==> config.mk <==
export PLATFORM = sky130hd
export DESIGN_NAME = gyro_bias_calibrate_heading_integrate_core
export DESIGN_NICKNAME = d
export VERILOG_FILES = /design/src/gbhi_pkg.sv /design/src/gyro_bias_calibrate_heading_integrate_core.sv /design/src/gbhi_front.sv /design/src/gbhi_queue.sv /design/src/gbhi_ofs_div.sv /design/src/gbhi_back.sv
export SDC_FILE = /design/constraint.sdc
export NUM_CORES = 1
export LEC_CHECK = 0
export BUFFER_PORTS_ARGS = -buffer_cell sky130_fd_sc_hd__buf_2
export CAP_MARGIN = 40
export CELL_PAD_IN_SITES_DETAIL_PLACEMENT = 1
export CELL_PAD_IN_SITES_GLOBAL_PLACEMENT = 1
export CORE_ASPECT_RATIO = 1.25
export CORE_MARGIN = 2
export CORE_UTILIZATION = 55
export DETAILED_ROUTE_END_ITERATION = 7
export PLACE_DENSITY = 0.95
export SYNTH_ARGS = -nofsm -noshare
export SYNTH_HDL_FRONTEND = slang
export SYNTH_SLANG_ARGS = --single-unit
export TNS_END_PERCENT = 20
==> constraint.sdc <==
create_clock -name clk -period 10.8 [get_ports clk]
set_input_delay 1.62 -clock clk [delete_from_list [all_inputs] [get_ports clk]]
set_output_delay 1.62 -clock clk [all_outputs]
set_load 0.02 [all_outputs]
==> src/gbhi_pkg.sv <==
// shared types and constants for the gyro bias calibration and heading integrator
`default_nettype none
package gbhi_pkg;

	// fixed field widths
	localparam int RAW_W     = 16;
	localparam int RATE_W    = 25;
	localparam int HEAD_W    = 48;
	localparam int CNT_W     = 8;
	localparam int SUM_W     = 23;
	localparam int OFS_W     = 24;
	localparam int STEP_W    = 28;

	// calibration counter value that marks no calibration running
	localparam logic [CNT_W-1:0] CNT_IDLE = 8'hFF;

	// saturation limits
	localparam logic [SUM_W-1:0]  SUM_MAX  = 23'h3FFFFF;
	localparam logic [SUM_W-1:0]  SUM_MIN  = 23'h400000;
	localparam logic [HEAD_W-1:0] HEAD_MAX = 48'h7FFF_FFFF_FFFF;
	localparam logic [HEAD_W-1:0] HEAD_MIN = 48'h8000_0000_0000;
	localparam logic [OFS_W-1:0]  OFS_MAX  = 24'h7FFFFF;
	localparam logic [OFS_W-1:0]  OFS_MIN  = 24'h800000;

	// offset divider: quotient of |sum| * 256, split into |sum| / d and (rem * 256) / d
	localparam int DIV_W     = SUM_W + 8;
	localparam int RCP1_SH   = SUM_W + CNT_W;
	localparam int RCP1_W    = 32;
	localparam int P1_W      = SUM_W + RCP1_SH;
	localparam int RCP2_SH   = 3 * CNT_W;
	localparam int RCP2_W    = 25;
	localparam int P2_W      = 32;

	// command queue depth
	localparam int Q_DEPTH = 2;
	localparam int Q_PTR_W = 1;
	localparam int Q_CNT_W = 2;

	// input item
	typedef struct packed {
		logic                    kind;
		logic signed [RAW_W-1:0] raw_rate;
	} in_item_t;

	// result item
	typedef struct packed {
		logic signed [RATE_W-1:0] rate;
		logic signed [HEAD_W-1:0] heading;
		logic                     calibrating;
	} out_item_t;

	// decoded operation
	typedef enum logic [0:0] {
		OP_SAMPLE = 1'b0,
		OP_START  = 1'b1
	} op_t;

	// command passed from front to back
	typedef struct packed {
		op_t                     op;
		logic [RATE_W-1:0]       raw_q8;
	} cmd_t;

	// request to the offset divider
	typedef struct packed {
		logic              start;
		logic [SUM_W-1:0]  sum;
	} div_req_t;

endpackage
`default_nettype wire

==> src/gyro_bias_calibrate_heading_integrate_core.sv <==
// top level of the gyro bias calibration and heading integrator
//
//  channel   dir  handshake                    payload
//  sample    in   sample_valid / sample_ready  sample : in_item_t  (kind, raw_rate)
//  result    out  result_valid / result_ready  result : out_item_t (rate, heading, calibrating)
//
// one transfer per cycle sustained while result_ready is high and the divider is idle
// the sample that ends a calibration holds the back end while the
// offset divider runs its three-stage reciprocal multiply
// reset is asynchronous: calibration idle, sum, offset and heading cleared
// a stalled result backs up into the two-entry queue, then the front register
`default_nettype none
module gyro_bias_calibrate_heading_integrate_core #(
	parameter int CALIB_SAMPLES = 100
) (
	input  wire logic                clk,
	input  wire logic                arst_n,
	input  wire logic                sample_valid,
	output logic                     sample_ready,
	input  wire gbhi_pkg::in_item_t  sample,
	output logic                     result_valid,
	input  wire logic                result_ready,
	output gbhi_pkg::out_item_t      result
);
	import gbhi_pkg::*;

	logic front_valid;
	logic front_ready;
	cmd_t front_cmd;
	logic q_valid;
	logic q_pop;
	cmd_t q_cmd;

	// decode and register incoming transfers
	gbhi_front u_front (
		.clk          (clk),
		.arst_n       (arst_n),
		.sample_valid (sample_valid),
		.sample_ready (sample_ready),
		.sample       (sample),
		.cmd_valid    (front_valid),
		.cmd_ready    (front_ready),
		.cmd          (front_cmd)
	);

	// decouple front from back
	gbhi_queue u_queue (
		.clk        (clk),
		.arst_n     (arst_n),
		.push       (front_valid),
		.push_ready (front_ready),
		.push_cmd   (front_cmd),
		.pop_valid  (q_valid),
		.pop        (q_pop),
		.pop_cmd    (q_cmd)
	);

	// execute commands
	gbhi_back #(
		.CALIB_SAMPLES(CALIB_SAMPLES)
	) u_back (
		.clk          (clk),
		.arst_n       (arst_n),
		.cmd_valid    (q_valid),
		.cmd_pop      (q_pop),
		.cmd          (q_cmd),
		.result_valid (result_valid),
		.result_ready (result_ready),
		.result       (result)
	);

endmodule
`default_nettype wire

==> src/gbhi_front.sv <==
// front stage: takes input transfers, decodes them and hands commands to the queue
`default_nettype none
module gbhi_front (
	input  wire logic             clk,
	input  wire logic             arst_n,
	input  wire logic             sample_valid,
	output logic                  sample_ready,
	input  wire gbhi_pkg::in_item_t sample,
	output logic                  cmd_valid,
	input  wire logic             cmd_ready,
	output gbhi_pkg::cmd_t        cmd
);
	import gbhi_pkg::*;

	logic vld_s1;
	cmd_t cmd_s1;
	cmd_t dec;
	logic take;

	// decode kind and prescale the sample to LSB/256
	always_comb begin
		dec.op     = sample.kind ? OP_START : OP_SAMPLE;
		dec.raw_q8 = {sample.raw_rate[RAW_W-1], sample.raw_rate, 8'h00};
	end

	assign sample_ready = !vld_s1 || cmd_ready;
	assign take         = sample_valid && sample_ready;
	assign cmd_valid    = vld_s1;
	assign cmd          = cmd_s1;

	// stage valid
	always_ff @(posedge clk or negedge arst_n) begin
		if (!arst_n) begin
			vld_s1 <= 1'b0;
		end else if (take) begin
			vld_s1 <= 1'b1;
		end else if (cmd_ready) begin
			vld_s1 <= 1'b0;
		end
	end

	// stage payload
	always_ff @(posedge clk) begin
		if (take) begin
			cmd_s1 <= dec;
		end
	end

endmodule
`default_nettype wire

==> src/gbhi_queue.sv <==
// two-entry command queue between front and back
`default_nettype none
module gbhi_queue (
	input  wire logic           clk,
	input  wire logic           arst_n,
	input  wire logic           push,
	output logic                push_ready,
	input  wire gbhi_pkg::cmd_t push_cmd,
	output logic                pop_valid,
	input  wire logic           pop,
	output gbhi_pkg::cmd_t      pop_cmd
);
	import gbhi_pkg::*;

	cmd_t               entry_q [Q_DEPTH];
	logic [Q_PTR_W-1:0] wr_ptr_q;
	logic [Q_PTR_W-1:0] rd_ptr_q;
	logic [Q_CNT_W-1:0] count_q;
	logic               do_push;
	logic               do_pop;

	assign push_ready = count_q != Q_CNT_W'(Q_DEPTH);
	assign pop_valid  = count_q != '0;
	assign pop_cmd    = entry_q[rd_ptr_q];
	assign do_push    = push && push_ready;
	assign do_pop     = pop && pop_valid;

	// pointers and fill level
	always_ff @(posedge clk or negedge arst_n) begin
		if (!arst_n) begin
			wr_ptr_q <= '0;
			rd_ptr_q <= '0;
			count_q  <= '0;
		end else begin
			if (do_push) begin
				wr_ptr_q <= wr_ptr_q + 1'b1;
			end
			if (do_pop) begin
				rd_ptr_q <= rd_ptr_q + 1'b1;
			end
			if (do_push && !do_pop) begin
				count_q <= count_q + 1'b1;
			end else if (do_pop && !do_push) begin
				count_q <= count_q - 1'b1;
			end
		end
	end

	// entry storage
	always_ff @(posedge clk) begin
		if (do_push) begin
			entry_q[wr_ptr_q] <= push_cmd;
		end
	end

endmodule
`default_nettype wire

==> src/gbhi_ofs_div.sv <==
// offset divider: (sum * 256) / CALIB_SAMPLES by reciprocal multiplication in three stages
`default_nettype none
module gbhi_ofs_div #(
	parameter int CALIB_SAMPLES = 100
) (
	input  wire logic               clk,
	input  wire logic               arst_n,
	input  wire gbhi_pkg::div_req_t req,
	output logic                    busy,
	output logic [gbhi_pkg::OFS_W-1:0] offset_q8
);
	import gbhi_pkg::*;

	// reciprocals floor(2^k / d) + 1, exact over the dividend ranges used
	localparam logic [CNT_W-1:0]  DIVISOR = CNT_W'(CALIB_SAMPLES);
	localparam logic [RCP1_W-1:0] RCP1    =
		RCP1_W'((longint'(1) << RCP1_SH) / longint'(CALIB_SAMPLES) + 1);
	localparam logic [RCP2_W-1:0] RCP2    =
		RCP2_W'((longint'(1) << RCP2_SH) / longint'(CALIB_SAMPLES) + 1);

	logic                 vld_s1;
	logic                 vld_s2;
	logic                 vld_s3;
	logic                 neg_s1;
	logic                 neg_s2;
	logic                 neg_s3;
	logic [SUM_W-1:0]     abs_s1;
	logic [SUM_W-1:0]     abs_s2;
	logic [SUM_W-1:0]     quo_s2;
	logic [SUM_W-1:0]     quo_s3;
	logic [CNT_W-1:0]     rem_s3;
	logic [OFS_W-1:0]     ofs_q;

	logic [SUM_W-1:0]     sum_abs;
	logic [P1_W-1:0]      prod1;
	logic [SUM_W-1:0]     quo_d;
	logic [SUM_W-1:0]     rem_full;
	logic [P2_W-1:0]      prod2;
	logic [DIV_W-1:0]     quo;
	logic [OFS_W-1:0]     ofs_nx;

	assign sum_abs = req.sum[SUM_W-1] ? (SUM_W'(0) - req.sum) : req.sum;

	// stage 1: coarse quotient |sum| / d
	assign prod1 = P1_W'(abs_s1) * P1_W'(RCP1);

	// stage 2: remainder of the coarse quotient
	assign quo_d    = quo_s2 * SUM_W'(DIVISOR);
	assign rem_full = abs_s2 - quo_d;

	// stage 3: low eight quotient bits from (rem * 256) / d
	assign prod2 = P2_W'({rem_s3, 8'h00}) * P2_W'(RCP2);
	assign quo   = {quo_s3, prod2[RCP2_SH+CNT_W-1:RCP2_SH]};

	// sign and saturate the quotient
	always_comb begin
		if (neg_s3) begin
			ofs_nx = (quo > DIV_W'(OFS_MIN)) ? OFS_MIN
				: (OFS_W'(0) - quo[OFS_W-1:0]);
		end else begin
			ofs_nx = (quo > DIV_W'(OFS_MAX)) ? OFS_MAX : quo[OFS_W-1:0];
		end
	end

	assign busy      = vld_s1 || vld_s2 || vld_s3;
	assign offset_q8 = ofs_q;

	// stage valids and offset register
	always_ff @(posedge clk or negedge arst_n) begin
		if (!arst_n) begin
			vld_s1 <= 1'b0;
			vld_s2 <= 1'b0;
			vld_s3 <= 1'b0;
			ofs_q  <= '0;
		end else begin
			vld_s1 <= req.start;
			vld_s2 <= vld_s1;
			vld_s3 <= vld_s2;
			if (vld_s3) begin
				ofs_q <= ofs_nx;
			end
		end
	end

	// datapath
	always_ff @(posedge clk) begin
		if (req.start) begin
			neg_s1 <= req.sum[SUM_W-1];
			abs_s1 <= sum_abs;
		end
		if (vld_s1) begin
			neg_s2 <= neg_s1;
			abs_s2 <= abs_s1;
			quo_s2 <= prod1[RCP1_SH+SUM_W-1:RCP1_SH];
		end
		if (vld_s2) begin
			neg_s3 <= neg_s2;
			quo_s3 <= quo_s2;
			rem_s3 <= rem_full[CNT_W-1:0];
		end
	end

endmodule
`default_nettype wire

==> src/gbhi_back.sv <==
// back end: calibration sum, offset removal, heading integration and result register
`default_nettype none
module gbhi_back #(
	parameter int CALIB_SAMPLES = 100
) (
	input  wire logic            clk,
	input  wire logic            arst_n,
	input  wire logic            cmd_valid,
	output logic                 cmd_pop,
	input  wire gbhi_pkg::cmd_t  cmd,
	output logic                 result_valid,
	input  wire logic            result_ready,
	output gbhi_pkg::out_item_t  result
);
	import gbhi_pkg::*;

	localparam logic [CNT_W-1:0] SAMPLES = CNT_W'(CALIB_SAMPLES);

	logic [CNT_W-1:0]  count_q;
	logic [SUM_W-1:0]  sum_q;
	logic [HEAD_W-1:0] heading_q;
	logic              out_vld_q;
	out_item_t         out_q;

	div_req_t          div_req;
	logic              div_busy;
	logic [OFS_W-1:0]  offset_q8;

	logic [RAW_W-1:0]  raw;
	logic [SUM_W:0]    sum_ext;
	logic [SUM_W-1:0]  sum_sat;
	logic [CNT_W-1:0]  cnt_inc;
	logic [RATE_W-1:0] corr;
	logic [STEP_W-1:0] step;
	logic [HEAD_W:0]   head_ext;
	logic [HEAD_W-1:0] head_sat;

	logic [CNT_W-1:0]  count_nx;
	logic [SUM_W-1:0]  sum_nx;
	logic [HEAD_W-1:0] heading_nx;
	out_item_t         res_nx;

	gbhi_ofs_div #(
		.CALIB_SAMPLES(CALIB_SAMPLES)
	) u_div (
		.clk       (clk),
		.arst_n    (arst_n),
		.req       (div_req),
		.busy      (div_busy),
		.offset_q8 (offset_q8)
	);

	// take a command when the divider is free and the result slot opens
	assign cmd_pop = cmd_valid && !div_busy && (!out_vld_q || result_ready);

	// calibration sum with saturation
	always_comb begin
		raw     = cmd.raw_q8[RATE_W-2:8];
		sum_ext = {sum_q[SUM_W-1], sum_q} + {{(SUM_W+1-RAW_W){raw[RAW_W-1]}}, raw};
		if (sum_ext[SUM_W] != sum_ext[SUM_W-1]) begin
			sum_sat = sum_ext[SUM_W] ? SUM_MIN : SUM_MAX;
		end else begin
			sum_sat = sum_ext[SUM_W-1:0];
		end
		cnt_inc = count_q + 1'b1;
	end

	// corrected rate and saturating heading step of rate*5
	always_comb begin
		corr     = cmd.raw_q8 - {offset_q8[OFS_W-1], offset_q8};
		step     = {corr[RATE_W-1], corr, 2'b00} + {{3{corr[RATE_W-1]}}, corr};
		head_ext = {heading_q[HEAD_W-1], heading_q}
			+ {{(HEAD_W+1-STEP_W){step[STEP_W-1]}}, step};
		if (head_ext[HEAD_W] != head_ext[HEAD_W-1]) begin
			head_sat = head_ext[HEAD_W] ? HEAD_MIN : HEAD_MAX;
		end else begin
			head_sat = head_ext[HEAD_W-1:0];
		end
	end

	// next state and result
	always_comb begin
		count_nx            = count_q;
		sum_nx              = sum_q;
		heading_nx          = heading_q;
		div_req.start       = 1'b0;
		div_req.sum         = sum_sat;
		res_nx.rate         = '0;
		res_nx.heading      = '0;
		res_nx.calibrating  = 1'b1;
		case (cmd.op)
			OP_START: begin
				count_nx   = '0;
				sum_nx     = '0;
				heading_nx = '0;
			end
			OP_SAMPLE: begin
				if (count_q != CNT_IDLE) begin
					sum_nx     = sum_sat;
					heading_nx = '0;
					if (cnt_inc >= SAMPLES) begin
						count_nx      = CNT_IDLE;
						div_req.start = cmd_pop;
					end else begin
						count_nx = cnt_inc;
					end
				end else begin
					heading_nx         = head_sat;
					res_nx.rate        = corr;
					res_nx.heading     = head_sat;
					res_nx.calibrating = 1'b0;
				end
			end
			default: begin
				count_nx = count_q;
			end
		endcase
	end

	// state registers
	always_ff @(posedge clk or negedge arst_n) begin
		if (!arst_n) begin
			count_q   <= CNT_IDLE;
			sum_q     <= '0;
			heading_q <= '0;
			out_vld_q <= 1'b0;
		end else begin
			if (cmd_pop) begin
				count_q   <= count_nx;
				sum_q     <= sum_nx;
				heading_q <= heading_nx;
				out_vld_q <= 1'b1;
			end else if (result_ready) begin
				out_vld_q <= 1'b0;
			end
		end
	end

	// result register
	always_ff @(posedge clk) begin
		if (cmd_pop) begin
			out_q <= res_nx;
		end
	end

	assign result_valid = out_vld_q;
	assign result       = out_q;

endmodule
`default_nettype wire

=== Word-level counts from Yosys, hierarchy flattened ===
Memory sizes are Yosys's and may differ from the RTL's.
Index checks and enable logic that the tools add are counted.
Widths: inputs -> output; s select.

* Bits in registers: 279
* Bits in latches: 0
* Memory bits (writable): 36
* Memory bits (read-only): 0
* Bits of input ports: 21
* Logic and storage cells: 101
* Memories kept: 1

{| class="wikitable"
|+ Memories
! memory !! words !! bits a word !! rd ports !! clocked after memory_dff !! write ports !! RTL line !! text
|-
| u_queue.entry_q || 2 || 18 || 1 || 0 || 1 || gbhi_queue.sv:15 || <nowiki>cmd_t entry_q [Q_DEPTH];</nowiki>
|}

* Add/subtract/negate cells: 12
* Multipliers: 3
* Divide/modulo/power cells: 0
* Magnitude comparators: 3
* Equality and inequality tests: 5
* Shift operators: 0
* Mux-type cells: 28
* Bitwise operators: 1
* Reduce and logical (&&, ||, !) cells: 22

{| class="wikitable"
|+ Operators with widths
! operator !! count
|-
| $mux 48 || 3
|-
| $pmux 48 s2 || 1
|-
| $mux 24 || 3
|-
| $mux 23 || 3
|-
| $add 48x28->49 || 1
|-
| $mul 23x25->48 const B || 1
|-
| $pmux 23 s2 || 1
|-
| $add 27x25->28 || 1
|-
| $gt 25x23->1 const B || 1
|-
| $gt 25x24->1 const B || 1
|-
| $sub 25x25->25 || 1
|-
| $add 23x16->24 || 1
|-
| $mul 8x18->24 const B || 1
|-
| $sub 1x24->24 const A || 1
|-
| $sub 1x23->23 const A || 1
|-
| $mux 22 || 1
|-
| $mul 17x5->6 const B || 1
|-
| $mux 8 || 2
|-
| $pmux 8 s2 || 1
|-
| $mux 1 || 11
|-
| $add 8x1->8 const B || 1
|-
| $ge 8x7->1 const B || 1
|-
| $ne 8x8->1 const B || 1
|-
| $reduce_bool 2->1 || 4
|-
| other kinds (14) || 30
|}

=== Depth between registers and ports, before layout ===
* Word-level depth: 9
* Mapped depth: 31
* Gate-level depth less buffers: 26

=== Cells and area by module ===
From an unflattened synthesis, not the netlist that was laid out.

* Cell total of the unflattened synthesis: 2950
* Area, all modules: 30962.2 µm²

{| class="wikitable"
|+ By module, submodules not included
! module !! times used !! cells each !! area an instance (µm²) !! seq. area each (µm²)
|-
| gbhi_ofs_div || 1 || 1505 || 15936.5 || 2957.8
|-
| gbhi_back || 1 || 1315 || 12219.2 || 4234.1
|-
| gbhi_queue || 1 || 99 || 2170.8 || 1661.6
|-
| gbhi_front || 1 || 31 || 635.6 || 535.5
|}

=== Worst setup path before layout ===
OpenSTA, ideal clock, no wires.

* Path type: reg2reg
* Start point: register u_queue.rd_ptr_q
* End point: register u_back.out_q, in the netlist u_back.result[42], data pin
* Setup time: 262 ps
* Data arrival time: 7120 ps
* Required time: 10538 ps
* Setup slack: 3418 ps
* Stages on the path, launching flop included: 28
* Clock period less this slack: 7382 ps
* Cells stage by stage: dfrtp_1 > clkbuf_1 > buf_1 > mux2_2 > ha_1 > or4b_2 > o31a_1 > o21ba_2 > o21ai_0 > o31ai_1 > nand2_1 > a31oi_1 > xor2_1 > xnor2_1 > ha_1 > a21o_1 > ha_1 > and3_1 > and3_1 > nand3_1 > a211oi_1 > o21ai_1 > a41oi_1 > mux2_2 > a21oi_2 > clkbuf_1 > nor4_1 > or2_2

* Longest elaborated chain between the ends: 6
* Elaborated cells on any way between the ends: 8
* Those cells by class: 3 x add/sub; 1 x eq/ne; 2 x mux; 1 x reduce/logical; 1 x memory

{| class="wikitable"
|+ RTL lines
! item !! RTL line !! text
|-
| from (decl) || gbhi_queue.sv:17 || <nowiki>logic [Q_PTR_W-1:0] rd_ptr_q;</nowiki>
|-
| from (signal assigned) || gbhi_queue.sv:39 || <nowiki>rd_ptr_q <= rd_ptr_q + 1'b1;</nowiki>
|-
| $mem_v2 2x18 (*) || -- ||
|-
| $sub 25x25->25 || gbhi_back.sv:70 || <nowiki>corr = cmd.raw_q8 - {offset_q8[OFS_W-1], offset_q8};</nowiki>
|-
| $add 27x25->28 || gbhi_back.sv:71 || <nowiki>step = {corr[RATE_W-1], corr, 2'b00} + {{3{corr[RATE_W-1]}}, corr};</nowiki>
|-
| $add 48x28->49 || gbhi_back.sv:73 || <nowiki>+ {{(HEAD_W+1-STEP_W){step[STEP_W-1]}}, step};</nowiki>
|-
| $mux 48 / $ne 1x1->1 (equally long branches) || gbhi_back.sv:75, gbhi_back.sv:74 ||
|-
| $mux 48 || gbhi_back.sv:74 || <nowiki>if (head_ext[HEAD_W] != head_ext[HEAD_W-1]) begin</nowiki>
|-
| to (signal assigned) || gbhi_back.sv:142 || <nowiki>out_q <= res_nx;</nowiki>
|-
| to (decl) || gbhi_back.sv:23 || <nowiki>out_item_t out_q;</nowiki>
|}

Every way passes the cells marked *; elsewhere a longest branch is shown, timed or not.
A chain may end at the register's enable or synchronous reset.

=== Final worst setup path ===
* Start point: register u_queue.rd_ptr_q
* End point: register u_back.heading_q[21]

* Longest elaborated chain between the ends: 8
* Elaborated cells on any way between the ends: 10
* Those cells by class: 3 x add/sub; 1 x eq/ne; 4 x mux; 1 x bitwise; 1 x memory

{| class="wikitable"
|+ RTL lines
! item !! RTL line !! text
|-
| $mem_v2 2x18 (*) || -- ||
|-
| $sub 25x25->25 || gbhi_back.sv:70 ||
|-
| $add 27x25->28 || gbhi_back.sv:71 ||
|-
| $add 48x28->49 || gbhi_back.sv:73 ||
|-
| $mux 48 / $ne 1x1->1 (equally long branches) || gbhi_back.sv:75, gbhi_back.sv:74 ||
|-
| $mux 48 || gbhi_back.sv:74 ||
|-
| $mux 48 || gbhi_back.sv:98 || <nowiki>if (count_q != CNT_IDLE) begin</nowiki>
|-
| $pmux 48 s2 (*) || gbhi_back.sv:91 || <nowiki>case (cmd.op)</nowiki>
|-
| to (signal assigned) || gbhi_back.sv:131 || <nowiki>heading_q <= heading_nx;</nowiki>
|-
| to (decl) || gbhi_back.sv:21 || <nowiki>logic [HEAD_W-1:0] heading_q;</nowiki>
|}

Marked as above.

==> results.json <==
{
  "drtIter0Drc": 2412,
  "worst_path_required_ns": 11.25,
  "totalNegativeSetupSlack_ns": 0,
  "gpl.final_weighted_congestion": 0.999,
  "holdCritPathClass": "flip-flop to flip-flop",
  "die-height_um": 265,
  "syn_nets": 3634,
  "dp_hpwl_um": 79800,
  "synth-edff-count": 201,
  "timing_hold_violations_final": 0,
  "drt-wirelength-per-cell_um": 30.6,
  "synth.cell_area_um2": 30000,
  "cp-start-kind": "flip-flop",
  "cts_setup_buffers": 0,
  "slew_headroom_pct": 30.3,
  "maximum_fanout_encountered_on_the_critical_timing_path": 40,
  "io_pins": 97,
  "grt.total_usage_pct": 41.4,
  "max_slew.worst_pin.slew_ns": 1.05,
  "grt_pass1_vias": 29200,
  "insertion_delay_ns": 0.58,
  "mostFrequentLayoutCell": "sky130_fd_sc_hd__inv_1",
  "post-route-drc-count": 0,
  "dieArea_um2": 56500,
  "hold_buffers": 0,
  "max_clock_freq_mhz": 101,
  "postSynthCellCount": 2952,
  "drt_wl_total_um": 116000,
  "viasPerCell": 6.84,
  "antenna_violations_before_repair": 9,
  "core_um2": 53800,
  "worst-setup-path-type": "flip-flop to flip-flop",
  "cts_sinks": 313,
  "asr_flop_ratio_synth_pct": 35.8,
  "numCtsBuffers": 35,
  "setup_viol": 0,
  "htree_num_levels": 2,
  "num_rows": 95,
  "first_pass_iters": 8,
  "period_minus_slack_ns": 9.88,
  "critical_path_arrival_ns": 10.34,
  "clock_skew_ns": 0.0245,
  "wire_length_of_the_first_global_routing_pass_um": 175000,
  "seq_area_frac_synth_pct": 29.5,
  "drv.max_cap_violation_count": 0,
  "cts-root-to-sink-buffers": 3,
  "clockRootBuffer": "sky130_fd_sc_hd__clkbuf_16",
  "rsz0062_at_grt": "no",
  "n_fill_cell": 5799,
  "initial_core_util_pct": 55.7,
  "synth_top_flop_cell": "sky130_fd_sc_hd__edfxtp_1",
  "multiInputGateArea_um2": 19100,
  "pin_count_of_the_biggest_net_entering_global_routing": 64,
  "outcome": "finished clean",
  "busiest_layer": "met2",
  "synth.lib_cells_used.distinct": 85,
  "most-common-layout-cells": "sky130_fd_sc_hd__inv_1 (470), sky130_fd_sc_hd__ha_1 (410), sky130_fd_sc_hd__fa_1 (251)",
  "ant_nets": 0,
  "nets": 3717,
  "globalRouteOverflowTotal": 0,
  "timing.final.crit_share_pct": 91.5,
  "globalRouteMet2Util_pct": 70.7,
  "synth-seq-cells": 313,
  "drive_gt1_share_pct": 9.41,
  "globalRouteMet1Util_pct": 40.5,
  "globalRouteMet3Util_pct": 10.6,
  "slew_viol_final": 0,
  "cts_tree": "built",
  "io_buffers": 96,
  "yosys_warnings": 0,
  "vias": 25900,
  "cts_resized": 0,
  "die_w_um": 213,
  "critical_path.endpoint_type": "flip-flop",
  "sequential_cell_area_um2": 8850,
  "area.growth.synth_to_final_pct": 8.87,
  "clkTransAtPathRegs_ns": 0.08,
  "synthesis.area_per_instance_um2": 10.2
}
[cell families after synthesis]
logic type | synth area share (%)
buf+inv | 6.88
mux | 1.20
compound gates | 13.4
fa+ha+maj | 33.8
flops | 29.5
xor+xnor | 3.93
simple gates | 11.3
[worst paths after layout]
kind | from | endpoint | slack (ns) | cells past startpoint
min reg2reg | u_back.u_div.quo_s2[16] | u_back.u_div.quo_s3[16] | 0.43 | 0
max | u_queue.rd_ptr_q | u_back.heading_q[21] | 0.92 | 27
max reg2reg | u_queue.rd_ptr_q | u_back.heading_q[21] | 0.92 | 27
max in group asynchronous | arst_n | u_back.count_q[0] | 8.51 | 3
min in group asynchronous | arst_n | u_back.u_div.offset_q8[0] | 1.08 | 1
min | u_back.u_div.quo_s2[16] | u_back.u_div.quo_s3[16] | 0.43 | 0
[synth_stat cells (9+ instances only)]
cell	count	share of area, %
sky130_fd_sc_hd__or3_1	9	0.19
sky130_fd_sc_hd__clkbuf_1	71	0.89
sky130_fd_sc_hd__o211ai_1	21	0.53
sky130_fd_sc_hd__a31oi_1	34	0.71
sky130_fd_sc_hd__nand2b_1	20	0.42
sky130_fd_sc_hd__o21a_1	14	0.35
sky130_fd_sc_hd__inv_1	470	5.9
sky130_fd_sc_hd__o22a_1	40	1.2
sky130_fd_sc_hd__nor3_1	76	1.3
sky130_fd_sc_hd__o21bai_1	20	0.50
sky130_fd_sc_hd__mux2_2	23	0.86
sky130_fd_sc_hd__a21o_1	67	1.7
sky130_fd_sc_hd__a22o_1	12	0.35
sky130_fd_sc_hd__and2_1	47	0.98
sky130_fd_sc_hd__ha_1	410	17
sky130_fd_sc_hd__nand2_1	127	1.6
sky130_fd_sc_hd__fa_1	251	17
sky130_fd_sc_hd__nor4_1	14	0.29
sky130_fd_sc_hd__nor2_1	158	2.0
sky130_fd_sc_hd__edfxtp_1	201	20
sky130_fd_sc_hd__a21oi_1	140	2.3
sky130_fd_sc_hd__o21ai_0	113	1.9
sky130_fd_sc_hd__a211oi_1	18	0.45
sky130_fd_sc_hd__nand4_1	19	0.40
sky130_fd_sc_hd__nor2b_1	22	0.46
sky130_fd_sc_hd__and3_1	30	0.63
sky130_fd_sc_hd__xnor2_1	84	2.5
sky130_fd_sc_hd__or2_2	54	1.1
sky130_fd_sc_hd__o31ai_1	13	0.33
sky130_fd_sc_hd__mux2i_1	10	0.33
sky130_fd_sc_hd__dfrtp_1	104	8.7
sky130_fd_sc_hd__nand3_1	47	0.78
sky130_fd_sc_hd__xor2_1	48	1.4
sky130_fd_sc_hd__o22ai_1	12	0.25
[worst max-delay path: stages, from the launching register on]
cell and delay (ns):
sky130_fd_sc_hd__dfrtp_1 0.95, sky130_fd_sc_hd__mux2i_1 0.47, sky130_fd_sc_hd__inv_1 0.21, sky130_fd_sc_hd__ha_1 0.38
sky130_fd_sc_hd__o21ai_0 0.32, sky130_fd_sc_hd__a21oi_1 0.20, sky130_fd_sc_hd__nand3_1 0.16, sky130_fd_sc_hd__a31oi_1 0.14
sky130_fd_sc_hd__o2111ai_1 0.26, sky130_fd_sc_hd__nand4b_1 0.21, sky130_fd_sc_hd__a2111oi_0 0.50, sky130_fd_sc_hd__mux2_2 0.76
sky130_fd_sc_hd__inv_1 0.36, sky130_fd_sc_hd__xnor2_1 0.23, sky130_fd_sc_hd__ha_1 0.23, sky130_fd_sc_hd__a21o_1 0.16
sky130_fd_sc_hd__ha_1 0.38, sky130_fd_sc_hd__a21oi_1 0.22, sky130_fd_sc_hd__nor2b_1 0.11, sky130_fd_sc_hd__a21oi_1 0.23
sky130_fd_sc_hd__o21ai_0 0.10, sky130_fd_sc_hd__a2111oi_0 0.40, sky130_fd_sc_hd__a21oi_1 0.24, sky130_fd_sc_hd__a22oi_1 0.58
sky130_fd_sc_hd__nand3_1 0.34, sky130_fd_sc_hd__o21ai_2 0.73, sky130_fd_sc_hd__buf_4 0.45, sky130_fd_sc_hd__a2bb2oi_1 0.35
[metal layers]
metal | vias up | part of all wire (%)
li1 | 10400 | -
met1 | 12700 | 31
met2 | 1910 | 49
met3 | 928 | 8.2
met4 | 12 | 12
met5 | - | 0.069
[flip-flops by register name, summed over array words and instances, names as in the netlist]
register	count
u_back.result	74
u_back.heading_q	48
u_queue.entry_q	34
u_back.u_div.offset_q8	24
u_back.sum_q	23
u_back.u_div.abs_s1	23
u_back.u_div.quo_s2	17
u_back.u_div.quo_s3	17
u_front.cmd	17
u_back.count_q	8
u_back.u_div.abs_s2	8
u_back.u_div.rem_s3	8
u_queue.count_q	2
u_back.result_valid	1
u_back.u_div.neg_s1	1
u_back.u_div.neg_s2	1
u_back.u_div.neg_s3	1
u_back.u_div.vld_s1	1
u_back.u_div.vld_s2	1
u_back.u_div.vld_s3	1
u_front.cmd_valid	1
u_queue.rd_ptr_q	1
u_queue.wr_ptr_q	1
[per-stage QoR]
step,utilization [%],worst slack [ns],cell area [um^2],hold WS [ns],instances
2_1_floorplan,-,3.42,30000,0.400,2952
3_3_place_gp,58.0,2.61,31200,0.402,3715
3_5_place_dp,58.3,1.83,31400,0.406,3722
4_1_cts,60.6,1.28,32600,0.434,3786
5_1_grt,60.7,0.523,32700,0.439,3790
6_report,60.7,0.918,32700,0.434,3792
[area by class of cell]
type | instances | share of cell area, %
multi-input cells | 2091 | 58.5
well taps | 727 | 2.78
inverters | 473 | 5.43
diodes | 3 | 0.0230
clock inverters | 22 | 0.819
flip-flops and latches | 313 | 27.1
clock buffers | 42 | 2.95
repair buffers | 121 | 2.40
Power is not shown: default switching activity piles up to over one toggle a cycle in this logic, so the estimate is an artifact.
